--- src/rtl/bhq_pkg.sv ---
// ----------------------------------------------------------------------------
// bhq_pkg: shared types and microcode for the binary max-heap queue
// Holds the action and status codes, the control word layout, the flag group
// from the datapath and the microcode ROM that sequences every operation.
// ----------------------------------------------------------------------------
package bhq_pkg;

  // action codes of an input beat
  localparam logic [1:0] ACT_INSERT = 2'd0;
  localparam logic [1:0] ACT_DELETE = 2'd1;
  localparam logic [1:0] ACT_PEEK   = 2'd2;

  // status codes of a result beat
  localparam logic [1:0] STATUS_DONE  = 2'd0;
  localparam logic [1:0] STATUS_EMPTY = 2'd1;
  localparam logic [1:0] STATUS_FULL  = 2'd2;

  // register index of the compare mode register
  localparam logic REG_SIGNED_ORDER = 1'b0;

  // microcode steps
  typedef enum logic [4:0] {
    S_IDLE     = 5'd0,
    S_DECODE   = 5'd1,
    S_INS0     = 5'd2,
    S_INS1     = 5'd3,
    S_INS2     = 5'd4,
    S_INS_PUT  = 5'd5,
    S_DEL0     = 5'd6,
    S_DEL1     = 5'd7,
    S_DEL2     = 5'd8,
    S_SNK0     = 5'd9,
    S_SNK1     = 5'd10,
    S_SNK2     = 5'd11,
    S_SNK3     = 5'd12,
    S_SNK_PUT  = 5'd13,
    S_PK0      = 5'd14,
    S_PK1      = 5'd15,
    S_DONE     = 5'd16,
    S_FULL     = 5'd17,
    S_EMPTY    = 5'd18
  } step_t;

  typedef enum logic [2:0] {
    COND_ALWAYS,
    COND_DISPATCH,
    COND_AT_ROOT,
    COND_NO_LEFT,
    COND_NO_RIGHT,
    COND_LESS_RD_MOVE,
    COND_LESS_BEST_RD,
    COND_LESS_MOVE_BEST
  } cond_t;

  typedef enum logic [2:0] {
    ADDR_ROOT,
    ADDR_CNT,
    ADDR_PARENT,
    ADDR_CHILD,
    ADDR_RIGHT,
    ADDR_HOLE
  } addr_sel_t;

  typedef enum logic [1:0] {
    WD_MOVE,
    WD_BEST,
    WD_READ
  } wdata_sel_t;

  typedef enum logic [2:0] {
    HOLE_KEEP,
    HOLE_NEWEND,
    HOLE_ROOT,
    HOLE_PARENT,
    HOLE_CAND
  } hole_op_t;

  typedef enum logic [1:0] {
    CAND_KEEP,
    CAND_CHILD,
    CAND_RIGHT
  } cand_op_t;

  typedef enum logic [1:0] {
    CNT_KEEP,
    CNT_INC,
    CNT_DEC
  } cnt_op_t;

  typedef enum logic [1:0] {
    STAT_KEEP,
    STAT_EMPTY,
    STAT_FULL
  } stat_op_t;

  // one control word
  typedef struct packed {
    cond_t      cond;
    logic       guard;
    logic       jump;
    step_t      target;
    logic       mem_rd;
    logic       mem_wr;
    addr_sel_t  addr;
    wdata_sel_t wdata;
    hole_op_t   hole_op;
    cand_op_t   cand_op;
    cnt_op_t    cnt_op;
    logic       kmov_ld;
    logic       kbest_ld;
    logic       kout_ld;
    stat_op_t   stat_op;
    logic       emit;
  } ucode_t;

  // datapath flags seen by the sequencer
  typedef struct packed {
    logic [1:0] action;
    logic       full;
    logic       empty;
    logic       at_root;
    logic       no_left;
    logic       no_right;
    logic       less_rd_move;
    logic       less_best_rd;
    logic       less_move_best;
  } bhq_flags_t;

  // microcode ROM
  function automatic ucode_t ucode_rom(input step_t s);
    ucode_t w;
    w = '0;
    unique case (s)
      S_IDLE: begin
      end
      S_DECODE: begin
        w.cond = COND_DISPATCH;
        w.jump = 1'b1;
      end
      // open a hole at the new end
      S_INS0: begin
        w.cnt_op  = CNT_INC;
        w.hole_op = HOLE_NEWEND;
      end
      // fetch the parent, stop at the root
      S_INS1: begin
        w.mem_rd = 1'b1;
        w.addr   = ADDR_PARENT;
        w.cond   = COND_AT_ROOT;
        w.jump   = 1'b1;
        w.target = S_INS_PUT;
      end
      // pull a smaller parent down and climb
      S_INS2: begin
        w.cond    = COND_LESS_RD_MOVE;
        w.guard   = 1'b1;
        w.jump    = 1'b1;
        w.target  = S_INS1;
        w.mem_wr  = 1'b1;
        w.addr    = ADDR_HOLE;
        w.wdata   = WD_READ;
        w.hole_op = HOLE_PARENT;
      end
      S_INS_PUT: begin
        w.mem_wr = 1'b1;
        w.addr   = ADDR_HOLE;
        w.wdata  = WD_MOVE;
        w.cond   = COND_ALWAYS;
        w.jump   = 1'b1;
        w.target = S_DONE;
      end
      S_DEL0: begin
        w.mem_rd = 1'b1;
        w.addr   = ADDR_ROOT;
      end
      S_DEL1: begin
        w.kout_ld = 1'b1;
        w.mem_rd  = 1'b1;
        w.addr    = ADDR_CNT;
      end
      S_DEL2: begin
        w.kmov_ld = 1'b1;
        w.cnt_op  = CNT_DEC;
        w.hole_op = HOLE_ROOT;
      end
      // fetch the left child, stop past the end
      S_SNK0: begin
        w.mem_rd  = 1'b1;
        w.addr    = ADDR_CHILD;
        w.cand_op = CAND_CHILD;
        w.cond    = COND_NO_LEFT;
        w.jump    = 1'b1;
        w.target  = S_SNK_PUT;
      end
      // hold the left child, fetch the right one
      S_SNK1: begin
        w.kbest_ld = 1'b1;
        w.mem_rd   = 1'b1;
        w.addr     = ADDR_RIGHT;
        w.cond     = COND_NO_RIGHT;
        w.jump     = 1'b1;
        w.target   = S_SNK3;
      end
      // take the right child only if strictly greater
      S_SNK2: begin
        w.cond     = COND_LESS_BEST_RD;
        w.guard    = 1'b1;
        w.kbest_ld = 1'b1;
        w.cand_op  = CAND_RIGHT;
      end
      // lift the larger child and descend
      S_SNK3: begin
        w.cond    = COND_LESS_MOVE_BEST;
        w.guard   = 1'b1;
        w.jump    = 1'b1;
        w.target  = S_SNK0;
        w.mem_wr  = 1'b1;
        w.addr    = ADDR_HOLE;
        w.wdata   = WD_BEST;
        w.hole_op = HOLE_CAND;
      end
      S_SNK_PUT: begin
        w.mem_wr = 1'b1;
        w.addr   = ADDR_HOLE;
        w.wdata  = WD_MOVE;
        w.cond   = COND_ALWAYS;
        w.jump   = 1'b1;
        w.target = S_DONE;
      end
      S_PK0: begin
        w.mem_rd = 1'b1;
        w.addr   = ADDR_ROOT;
      end
      S_PK1: begin
        w.kout_ld = 1'b1;
        w.cond    = COND_ALWAYS;
        w.jump    = 1'b1;
        w.target  = S_DONE;
      end
      S_DONE: begin
        w.emit   = 1'b1;
        w.cond   = COND_ALWAYS;
        w.jump   = 1'b1;
        w.target = S_IDLE;
      end
      S_FULL: begin
        w.stat_op = STAT_FULL;
        w.cond    = COND_ALWAYS;
        w.jump    = 1'b1;
        w.target  = S_DONE;
      end
      S_EMPTY: begin
        w.stat_op = STAT_EMPTY;
        w.cond    = COND_ALWAYS;
        w.jump    = 1'b1;
        w.target  = S_DONE;
      end
      default: begin
        w.cond   = COND_ALWAYS;
        w.jump   = 1'b1;
        w.target = S_IDLE;
      end
    endcase
    return w;
  endfunction

endpackage

--- src/rtl/bhq_seq.sv ---
// ----------------------------------------------------------------------------
// bhq_seq: microcode sequencer
// Step counter over the microcode ROM with conditional jumps and a dispatch
// jump on the latched action; issues one control word per cycle.
// ----------------------------------------------------------------------------
module bhq_seq (
  input  logic                clk,
  input  logic                rst,
  input  logic                start,
  input  bhq_pkg::bhq_flags_t flags,
  output bhq_pkg::ucode_t     uc,
  output logic                op_en,
  output logic                accept,
  output logic                busy
);
  import bhq_pkg::*;

  step_t pc;
  step_t pc_next;
  step_t dispatch;
  logic  cond_true;

  // step counter
  always_ff @(posedge clk) begin
    if (rst) begin
      pc <= S_IDLE;
    end else begin
      pc <= pc_next;
    end
  end

  // evaluate the branch condition of the current word
  always_comb begin
    unique case (uc.cond)
      COND_ALWAYS:         cond_true = 1'b1;
      COND_DISPATCH:       cond_true = 1'b1;
      COND_AT_ROOT:        cond_true = flags.at_root;
      COND_NO_LEFT:        cond_true = flags.no_left;
      COND_NO_RIGHT:       cond_true = flags.no_right;
      COND_LESS_RD_MOVE:   cond_true = flags.less_rd_move;
      COND_LESS_BEST_RD:   cond_true = flags.less_best_rd;
      COND_LESS_MOVE_BEST: cond_true = flags.less_move_best;
    endcase
  end

  // pick the entry point of an operation
  always_comb begin
    unique case (flags.action)
      ACT_INSERT: dispatch = flags.full  ? S_FULL  : S_INS0;
      ACT_DELETE: dispatch = flags.empty ? S_EMPTY : S_DEL0;
      ACT_PEEK:   dispatch = flags.empty ? S_EMPTY : S_PK0;
      default:    dispatch = S_DONE;
    endcase
  end

  // next step
  always_comb begin
    if (pc == S_IDLE) begin
      pc_next = start ? S_DECODE : S_IDLE;
    end else if (uc.jump && cond_true) begin
      pc_next = (uc.cond == COND_DISPATCH) ? dispatch : uc.target;
    end else begin
      pc_next = step_t'(pc + 5'd1);
    end
  end

  // control outputs
  always_comb begin
    uc     = ucode_rom(pc);
    op_en  = !uc.guard || cond_true;
    busy   = (pc != S_IDLE);
    accept = start && (pc == S_IDLE);
  end

endmodule

--- config.mk ---
export PLATFORM = sky130hd
export DESIGN_NAME = bhq_seq
export DESIGN_NICKNAME = d
export VERILOG_FILES = /design/src/rtl/bhq_pkg.sv /design/src/rtl/bhq_seq.sv
export SDC_FILE = /design/constraint.sdc
export NUM_CORES = 1
export LEC_CHECK = 0
export BUFFER_PORTS_ARGS = -buffer_cell sky130_fd_sc_hd__buf_2
export CORE_MARGIN = 1
export CORE_UTILIZATION = 49
export CTS_CLUSTER_DIAMETER = 30
export CTS_CLUSTER_SIZE = 20
export DETAILED_ROUTE_END_ITERATION = 16
export PLACE_DENSITY = 0.92
export SLEW_MARGIN = 15
export SYNTH_ARGS = -nofsm -noshare
export SYNTH_HDL_FRONTEND = slang
export SYNTH_SLANG_ARGS = --single-unit
--- constraint.sdc ---
create_clock -name clk -period 4 [get_ports clk]
set_input_delay 0.2 -clock clk [delete_from_list [all_inputs] [get_ports clk]]
set_output_delay 0.2 -clock clk [all_outputs]
set_load 0.01 [all_outputs]
# Word-level counts from Yosys, hierarchy flattened
# Index checks and enable logic that the tools add are counted.
# W data, S select, Z words.
[totals]
latch_bits = 0
mem_bits_ro = 0
inputBits = 13
register_bits = 5
n_memories = 0
ram_bits = 0
word_cells = 70
output_inout_bits = 33
[classes]
n_lt_le_gt_ge = 0
bitwise = 0
add_sub_neg = 1
n_eq_ne = 27
div_mod_pow = 0
reduce_logical = 16
n_shift = 0
n_mul = 0
muxes = 25
[ops]
columns = ["op", "n"]
rows = [
  ["$eq A5 B4 Y1 const B", 8],
  ["$mux W5", 6],
  ["$pmux W5 S6", 1],
  ["$pmux W3 S7", 1],
  ["$eq A5 B3 Y1 const B", 4],
  ["$pmux W2 S2", 4],
  ["$eq A5 B5 Y1 const B", 3],
  ["$pmux W3 S5", 1],
  ["$pmux W5 S3", 1],
  ["$eq A3 B3 Y1 const B", 4],
  ["$pmux W3 S4", 1],
  ["$eq A5 B2 Y1 const B", 2],
  ["$mux W1", 9],
  ["$pmux W1 S7", 1],
  ["$reduce_or A7 Y1", 1],
  ["$eq A3 B2 Y1 const B", 2],
  ["$reduce_or A2 Y1", 3],
  ["$reduce_or A6 Y1", 1],
  ["$add A5 B1 Y5 const B", 1],
  ["$eq A5 B1 Y1 const B", 1],
  ["$logic_not A5 Y1", 1],
  ["$reduce_bool A5 Y1", 1],
  ["$reduce_or A5 Y1", 1],
  ["$reduce_or A4 Y1", 1],
  ["other kinds (9)", 10],
]

# Logic depth before layout (Yosys ltp)
# Gate-level depths: netlist of the first run.
[depth]
depth_word = 8
mapped_depth = 10

# Worst setup path after synthesis of the first run
# No wires, ideal clock.
[synth_path]
path_type = "register to register"
from = "reg pc[0]"
to = "reg pc[4]"
stages_incl_launch_ff = 10
path_slack_ns = 1.809
period_less_slack_ns = 2.191
setup_time_ns = 0.064
path_buffers = 1
t_arrival_ns = 2.126
path_cell_list = "dfxtp_1 inv_1 ha_1 buf_2 nor2_1 o21a_1 or4b_4 o211ai_4 mux2_1 nor2_1"
[synth_via]
elab_chain_cells = 8
[synth_lines]
columns = ["element", "line_no", "text"]
rows = [
  ["start: declaration", "bhq_seq.sv:18", "step_t pc;"],
  ["start signal: assignment", "bhq_seq.sv:28", "pc <= pc_next;"],
  ["$eq A5 B4 Y1 (tied with other cells)", "bhq_pkg.sv:133", "unique case (s)"],
  ["$pmux W3 S7", "bhq_pkg.sv:133", ""],
  ["$eq A3 B1 Y1 or $logic_not A3 Y1 (tied branches)", "bhq_seq.sv:34, bhq_seq.sv:61", ""],
  ["$reduce_or A2 Y1 (no source line)", "-", ""],
  ["$pmux W1 S7", "bhq_seq.sv:34", "unique case (uc.cond)"],
  ["$logic_and A1 B1 Y1", "bhq_seq.sv:60", "end else if (uc.jump && cond_true) begin"],
  ["$mux W5", "bhq_seq.sv:60", ""],
  ["$mux W5 *", "bhq_seq.sv:58", "if (pc == S_IDLE) begin"],
]
# Mark *: on every way between the ends. The rest lies on a longest branch, timed or not.
# A chain may end at the register's enable or synchronous reset.

# Final worst setup path of the first run
[layout_path]
from = "reg pc[0]"
to = "out op_en"
[layout_via]
elab_chain_cells = 6
[layout_lines]
columns = ["element", "line_no", "text"]
rows = [
  ["$eq A5 B4 Y1 (tied with other cells)", "bhq_pkg.sv:133", ""],
  ["$pmux W3 S7", "bhq_pkg.sv:133", ""],
  ["$eq A3 B1 Y1 or $logic_not A3 Y1 (tied branches)", "bhq_seq.sv:34", ""],
  ["$reduce_or A2 Y1 (no source line)", "-", ""],
  ["$pmux W1 S7", "bhq_seq.sv:34", ""],
  ["$logic_or A1 B1 Y1 *", "bhq_seq.sv:70", "op_en = !uc.guard || cond_true;"],
  ["end: declaration", "bhq_seq.sv:12", "output logic op_en,"],
]
# Marks and branches as above.

==> results of run 1 <==
[area by class of cell]
class,count,area [µm²]
multi-input cells,107,732
fillers,166,586
repair buffers,45,225
flip-flops and latches,5,100
inverters,12,45.0
well taps,25,31.3
clock buffers,4,26.3
[kinds of logic (layout without fill, tap and decap cells)]
kind of cell	Yosys count	in the layout	share of synthesized area
multiplexers	4	4	0.0444
AO/OA/AOI/OAI	39	39	0.301
XOR/XNOR	2	2	0.0188
flip-flops	5	5	0.108
buffers and inverters	22	61	0.105
adder cells (fa/ha/maj)	9	9	0.121
AND/OR/NAND/NOR	53	53	0.301
[stage by stage]
step	area, µm²	hold WS (ns)	setup WS, ns	instances	utilization
after floorplan	930	0.398	1.81	134	-
after global placement	1130	0.519	1.67	194	0.649
after detailed placement	1130	0.524	1.57	194	0.649
after CTS	1160	0.282	1.55	198	0.665
after global routing	1160	0.315	1.28	198	0.665
final	1160	0.277	1.54	198	0.665
[layer usage]
| metal | vias up | track usage |
|---|---|---|
| li1 | 561 | - |
| met2 | 56 | 0.417 |
| met1 | 483 | 0.290 |
| met5 | - | 0 |
| met3 | 2 | 0.0397 |
| met4 | 0 | 0.0727 |
[cell usage in the layout (no fill, tap or decap), types with 2 or more instances in the layout]
master | netlist | final
nor3_1 | 7 | 7
a21oi_1 | 7 | 7
o21a_1 | 2 | 2
a21o_1 | 3 | 3
nor3b_1 | 2 | 2
nor2_1 | 18 | 18
ha_1 | 9 | 9
o21ai_0 | 8 | 8
o211ai_1 | 2 | 2
mux2i_1 | 3 | 3
inv_1 | 12 | 12
nand2_1 | 5 | 5
nand3_1 | 3 | 3
dfxtp_1 | 5 | 5
nor2b_1 | 3 | 3
a211oi_1 | 4 | 4
and2_1 | 2 | 2
xnor2_1 | 2 | 2
buf_2 | 3 | 45
nand2b_1 | 4 | 4
o22ai_1 | 2 | 2
and3_1 | 4 | 4
clkbuf_4 | 0 | 3
[critical path, cell delays in order, from the launching register on]
cell	delay, ns
dfxtp_1	0.40
ha_1	0.36
nor2_1	0.12
o21a_1	0.23
or4b_4	0.54
o21ai_0	0.16
nand2_1	0.07
buf_2	0.14
[power groups by stage]
| stage | Sequential [mW] | Clock (mW) | Combinational [mW] |
|---|---|---|---|
| floorplan | 0.0844 | 0 | 0.512 |
| global placement | 0.121 | 0 | 0.640 |
| detailed placement | 0.121 | 0 | 0.657 |
| CTS | 0.120 | 0.0577 | 0.660 |
| global route | 0.127 | 0.0634 | 0.731 |
| finish | 0.121 | 0.0591 | 0.662 |
[path summary, 6_finish.rpt]
check | startpoint | end | slack (ns)
worst max-delay path | pc[0] | op_en | 1.54
worst min-delay path | rst | pc[0] | 0.28
worst max register to register | pc[0] | pc[4] | 1.56
worst min register to register | pc[0] | pc[0] | 0.63
==> run summary, run 1 <==
Leakage Power -> 0.637 nW
Top Ports -> 46
Initial antenna violation count -> 0
Tot Pwr -> 0.842 mW
Area Growth Syn to Fin -> 24.8%
CTS tree -> built
Die Ht -> 45.6 µm
Post-CTS Hold Fix Bufs -> 0
Die area -> 0.00208 mm²
Mapped Nets -> 156
IO buf count -> 45
Layout cells sized above 1 -> 0.306
ANT cells -> 0
Internal power -> 0.377 mW
Comb pwr share -> 0.786
Mean post-synth cell area -> 6.94 µm²
CORE AREA -> 0.00175 mm²
1st-iter DRT viols -> 36
Final setup viols -> 0
Fin crit share -> 0.615
Status -> finished clean
Biggest regs -> pc x5
PostCTS Resize Cnt -> 0
VDD IR-drop max -> 0.000457 V
Crit. End Element -> output port
Ys flop type -> dfxtp_1
Cell taking the most area after synthesis -> ha_1
R2R depth -> 7
First-pass GRT wire length -> 3700 µm
Yosys cell types -> 42
Most common cell in the netlist -> nor2_1
Switch share -> 0.552
Reg with most FFs -> pc
Final Max Tran Viols -> 0
Cell Area, Synth -> 930 µm²
Wire per inst -> 12.3 µm
Share of total power in sequential cells -> 0.144
Crit path max fanout -> 9
Vias in the first global route -> 896
Clock network power share -> 0.070
Total clock sinks -> 5
Max cap viols -> 0
Worst Skew -> 0.00344 ns
Area contributors post-synth -> ha_1 12%, dfxtp_1 11%, nor2_1 7.3%, inv_1 4.8%, o21ai_0 4.3%
Final #Nets -> 196
WHS Path Cells -> 3
Final min period -> 2.46 ns
Clk_lat worst skew -> 0.24 ns
Pre-Repair DR Iteration Count -> 4
Total CTS buffers -> 3
Syn Inst Count -> 134
Setup TNS -> 0 ns
Worst setup SP type -> register
CP arrival -> 2.26 ns
Post-CTS Setup Bufs -> 0
Area share of the largest cell type after synthesis -> 0.121
Yosys Warn Count -> 0
Gr usage total -> 0.237
Async SR Flop Fraction -> 0
WL final -> 2440 µm
Fin. Hold Viols -> 0
Die W -> 45.6 µm
Highest Signal Layer -> met4
Commonest cells post-synth -> 18 x nor2_1, 12 x inv_1, 9 x ha_1
EDFF count, synth -> 0
Max_slew headroom -> 0.593
H-Tree Level Count -> 1
Setup Crit Path Kind -> register to output port
GRT Residual Overflow -> 0
Largest register FFs -> 5
Residual DRC count -> 0
Met2 routed WL -> 1210 µm
Unrepaired setup endpoints after global routing -> no
Register area share after synthesis -> 0.108
DRT met1 WL -> 1040 µm
Largest net degree at the start of global routing -> 22
DP HPWL -> 1970 µm
Cell Pwr Density -> 726 mW/mm²
Average vias per placed instance -> 5.57
Hold Crit Class -> input pin to register
Worst-path clk slew -> 0.05 ns
Post-route ant nets -> 0
Met3 routed WL -> 174 µm
Sw Pwr -> 0.465 mW
Root Driver -> clkbuf_4
Flops & latches, synth -> 5
Vias -> 1,102
Placement Rows -> 15
Starting Density -> 0.533
Max Buffers Root-to-Sink -> 2
Least-Margin Pin Slew -> 0.595 ns
RD Place Congestion -> 0.872
Max Clk Rate -> 0.406 GHz
Critical Path RT -> 3.80 ns
Power figures use the tool's default switching activity.
==> inputs of run 2 (changes only) <==
- ABC_AREA: unset -> 1
- CORE_UTILIZATION: 49 -> 41
- PLACE_DENSITY: 0.92 -> 0.83
- clock period: 4 -> 2.1 ns (I/O delays scaled with it)
==> run summary, run 2 <==
Fin crit share -> 0.950
Residual DRC count -> 0
CP Cell Sequence -> nand2_1 > nor2_2 > nor2_4 > nand4_1 > nand4_4 > nand2_1 > nand2_1 > buf_2
CP delay by family, top -> simple AND/OR/NAND/NOR gates
Syn Inst Count -> 162
Commonest cells after routing, fill and taps aside -> 45 x buf_2, 38 x nand2_1, 29 x inv_1
RD Place Congestion -> 1.00
Yosys cell types -> 26
Total CTS buffers -> 3
Area share of the largest cell type after synthesis -> 0.157
Reg with most FFs -> pc
Gr usage total -> 0.211
Post-route ant nets -> 0
Hold Crit Class -> input pin to register
Crit. End Element -> output port
WHS Path Cells -> 4
Final #Nets -> 233
ANT cells -> 0
Worst-path clk slew -> 0.04 ns
VDD IR-drop max -> 0.000624 V
Die W -> 49.7 µm
Root Driver -> clkbuf_4
Biggest regs -> pc x5
Worst Skew -> 0.00235 ns
Least-Margin Pin Slew -> 0.431 ns
GRT Residual Overflow -> 0
Starting Density -> 0.456
Crit path max fanout -> 8
Final setup viols -> 0
Mapped Nets -> 184
WHS -> 0.120 ns
Max Buffers Root-to-Sink -> 2
Die area -> 0.00247 mm²
Final Max Tran Viols -> 0
Area contributors post-synth -> nand2_1 16%, ha_1 12%, inv_1 12%, dfxtp_1 11%, nor2_1 10%
CORE AREA -> 0.00204 mm²
RR Startpoint -> pc[2]
Reg-to-reg endpoint -> pc[0]
Critical Path RT -> 2.00 ns
Hold path start -> rst
Max cap viols -> 0
Largest net degree at the start of global routing -> 9
Vias in the first global route -> 1,007
Routing usage on met1 -> 0.254
IO buf count -> 45
Most common cell after layout, fill and taps aside -> buf_2
Worst setup SP type -> register
Global route hottest layer -> met2
Status -> finished clean
CP arrival -> 1.89 ns
Final min period -> 2.00 ns
Max Clk Rate -> 0.501 GHz
Async SR Flop Fraction -> 0
Layout cells sized above 1 -> 0.376
Ys flop type -> dfxtp_1
Initial antenna violation count -> 0
Commonest cells post-synth -> 39 x nand2_1, 29 x inv_1, 26 x nor2_1
Fin. Hold Viols -> 0
1st-iter DRT viols -> 21
DP HPWL -> 2080 µm
Total clock sinks -> 5
Cell taking the most area after synthesis -> nand2_1
R2r setup slk -> 0.27 ns
Most common cell in the netlist -> nand2_1
Placement Rows -> 16
Vias -> 1,142
Worst path bufs/invs -> 1
Flops & latches, synth -> 5
Register area share after synthesis -> 0.107
Yosys Warn Count -> 0
Mean post-synth cell area -> 5.75 µm²
Average vias per placed instance -> 4.82
H-Tree Level Count -> 1
Cell Area, Synth -> 932 µm²
Most frequent CP cell -> nand2_1
Pre-Repair DR Iteration Count -> 4
Hold Path End -> pc[0]
Pre-CTS setup slack -> 0.190 ns
EDFF count, synth -> 0
Clk_lat worst skew -> 0.24 ns
Leakage Power -> 0.834 nW
Met2 GRT Util -> 0.369
Setup Crit Path Kind -> register to output port
Area Growth Syn to Fin -> 36.1%
R2R depth -> 11
CTS tree -> built
Die Ht -> 49.7 µm
Wire per inst -> 10.7 µm
Post-route insts no fill -> 237
GR Util met3 -> 0.0278
Largest register FFs -> 5
Max_slew headroom -> 0.712
WL final -> 2540 µm
First-pass GRT wire length -> 4060 µm
Top Ports -> 46
Cell Pwr Density -> 1200 mW/mm²
CP max stage delay -> 0.58 ns
Post-CTS Hold Fix Bufs -> 0
Setup TNS -> 0 ns
Placed instance count -> 232
Setup WS post-layout -> 0.104 ns
CP max-delay cell -> dfxtp_1
==> run 2: changes by cell type in the layout (fill, tap and decap cells not counted), sizes merged, moves of 3 or more <==
cell / previous run / this run
a211oi: 4 / 0
a21o: 3 / 0
a21oi: 7 / 2
and3: 4 / 0
inv: 12 / 34
mux2i: 3 / 0
nand2: 5 / 43
nand2b: 5 / 0
nand3: 3 / 18
nand4: 0 / 5
nor2: 18 / 30
nor2b: 3 / 0
nor3: 7 / 2
==> run 2: cells by family after synthesis <==
family,share of synthesized area
and+or+nand+nor,0.532
buffers and inverters,0.153
AOI/OAI and AO/OA,0.0685
adders and majority gates,0.121
DFF,0.107
xor gates and xnor gates,0.0188
==> run 2: worst max-delay path by stage <==
stage	start	end	slack (ns)	cells after the start
floorplan	pc[0]	pc[3]	0.38	12
global route	pc[2]	op_en	-0.04	10
global placement	pc[0]	pc[0]	0.21	12
CTS	pc[0]	op_en	0.02	11
detailed placement	pc[0]	pc[0]	0.19	12
finish	pc[2]	op_en	0.10	8
==> run 2: layout make-up <==
type	count	area, µm²
Sequential cell	5	101
Multi-Input combinational cell	121	747
Clock buffer	4	26.3
Tap cell	27	33.8
Timing Repair Buffer	46	233
Fill cell	219	773
Inverter	34	128
==> run 2: layer usage <==
layer | share of wire | routed length [µm]
met1 | 0.42 | 1070
met2 | 0.51 | 1290
met3 | 0.063 | 159
met4 | 0.0075 | 19
met5 | 0 | 0
==> run 2: worst register-to-register path, delay by kind of cell, from the launching register on <==
kind            cells  cell delay [ns]
compound gates      1             0.24
buf+inv             3             0.23
flops               1             0.58
simple gates        7             0.68
==> run 2: repair_timing <==
| action | CTS | global route |
|---|---|---|
| endpoints found under the setup margin | 1 | 5 |
| pin swaps | 0 | 1 |
| setup buffers | 0 | 1 |
| resized for setup | 1 | 12 |
==> run 2: through the flow <==
stage	area [µm²]	utilization	power [mW]
4_1_cts	1210	0.591	1.47
6_report	1270	0.621	1.52
3_5_place_dp	1180	0.576	1.35
5_1_grt	1270	0.621	1.69
2_1_floorplan	932	-	1.03
3_3_place_gp	1180	0.576	1.34
==> run 2: power by group <==
group	internal (mW)	leakage [nW]	switching (mW)
Sequential	0.130	0.0411	0.0615
Combinational	0.446	0.778	0.777
Clock	0.0715	0.0150	0.0351
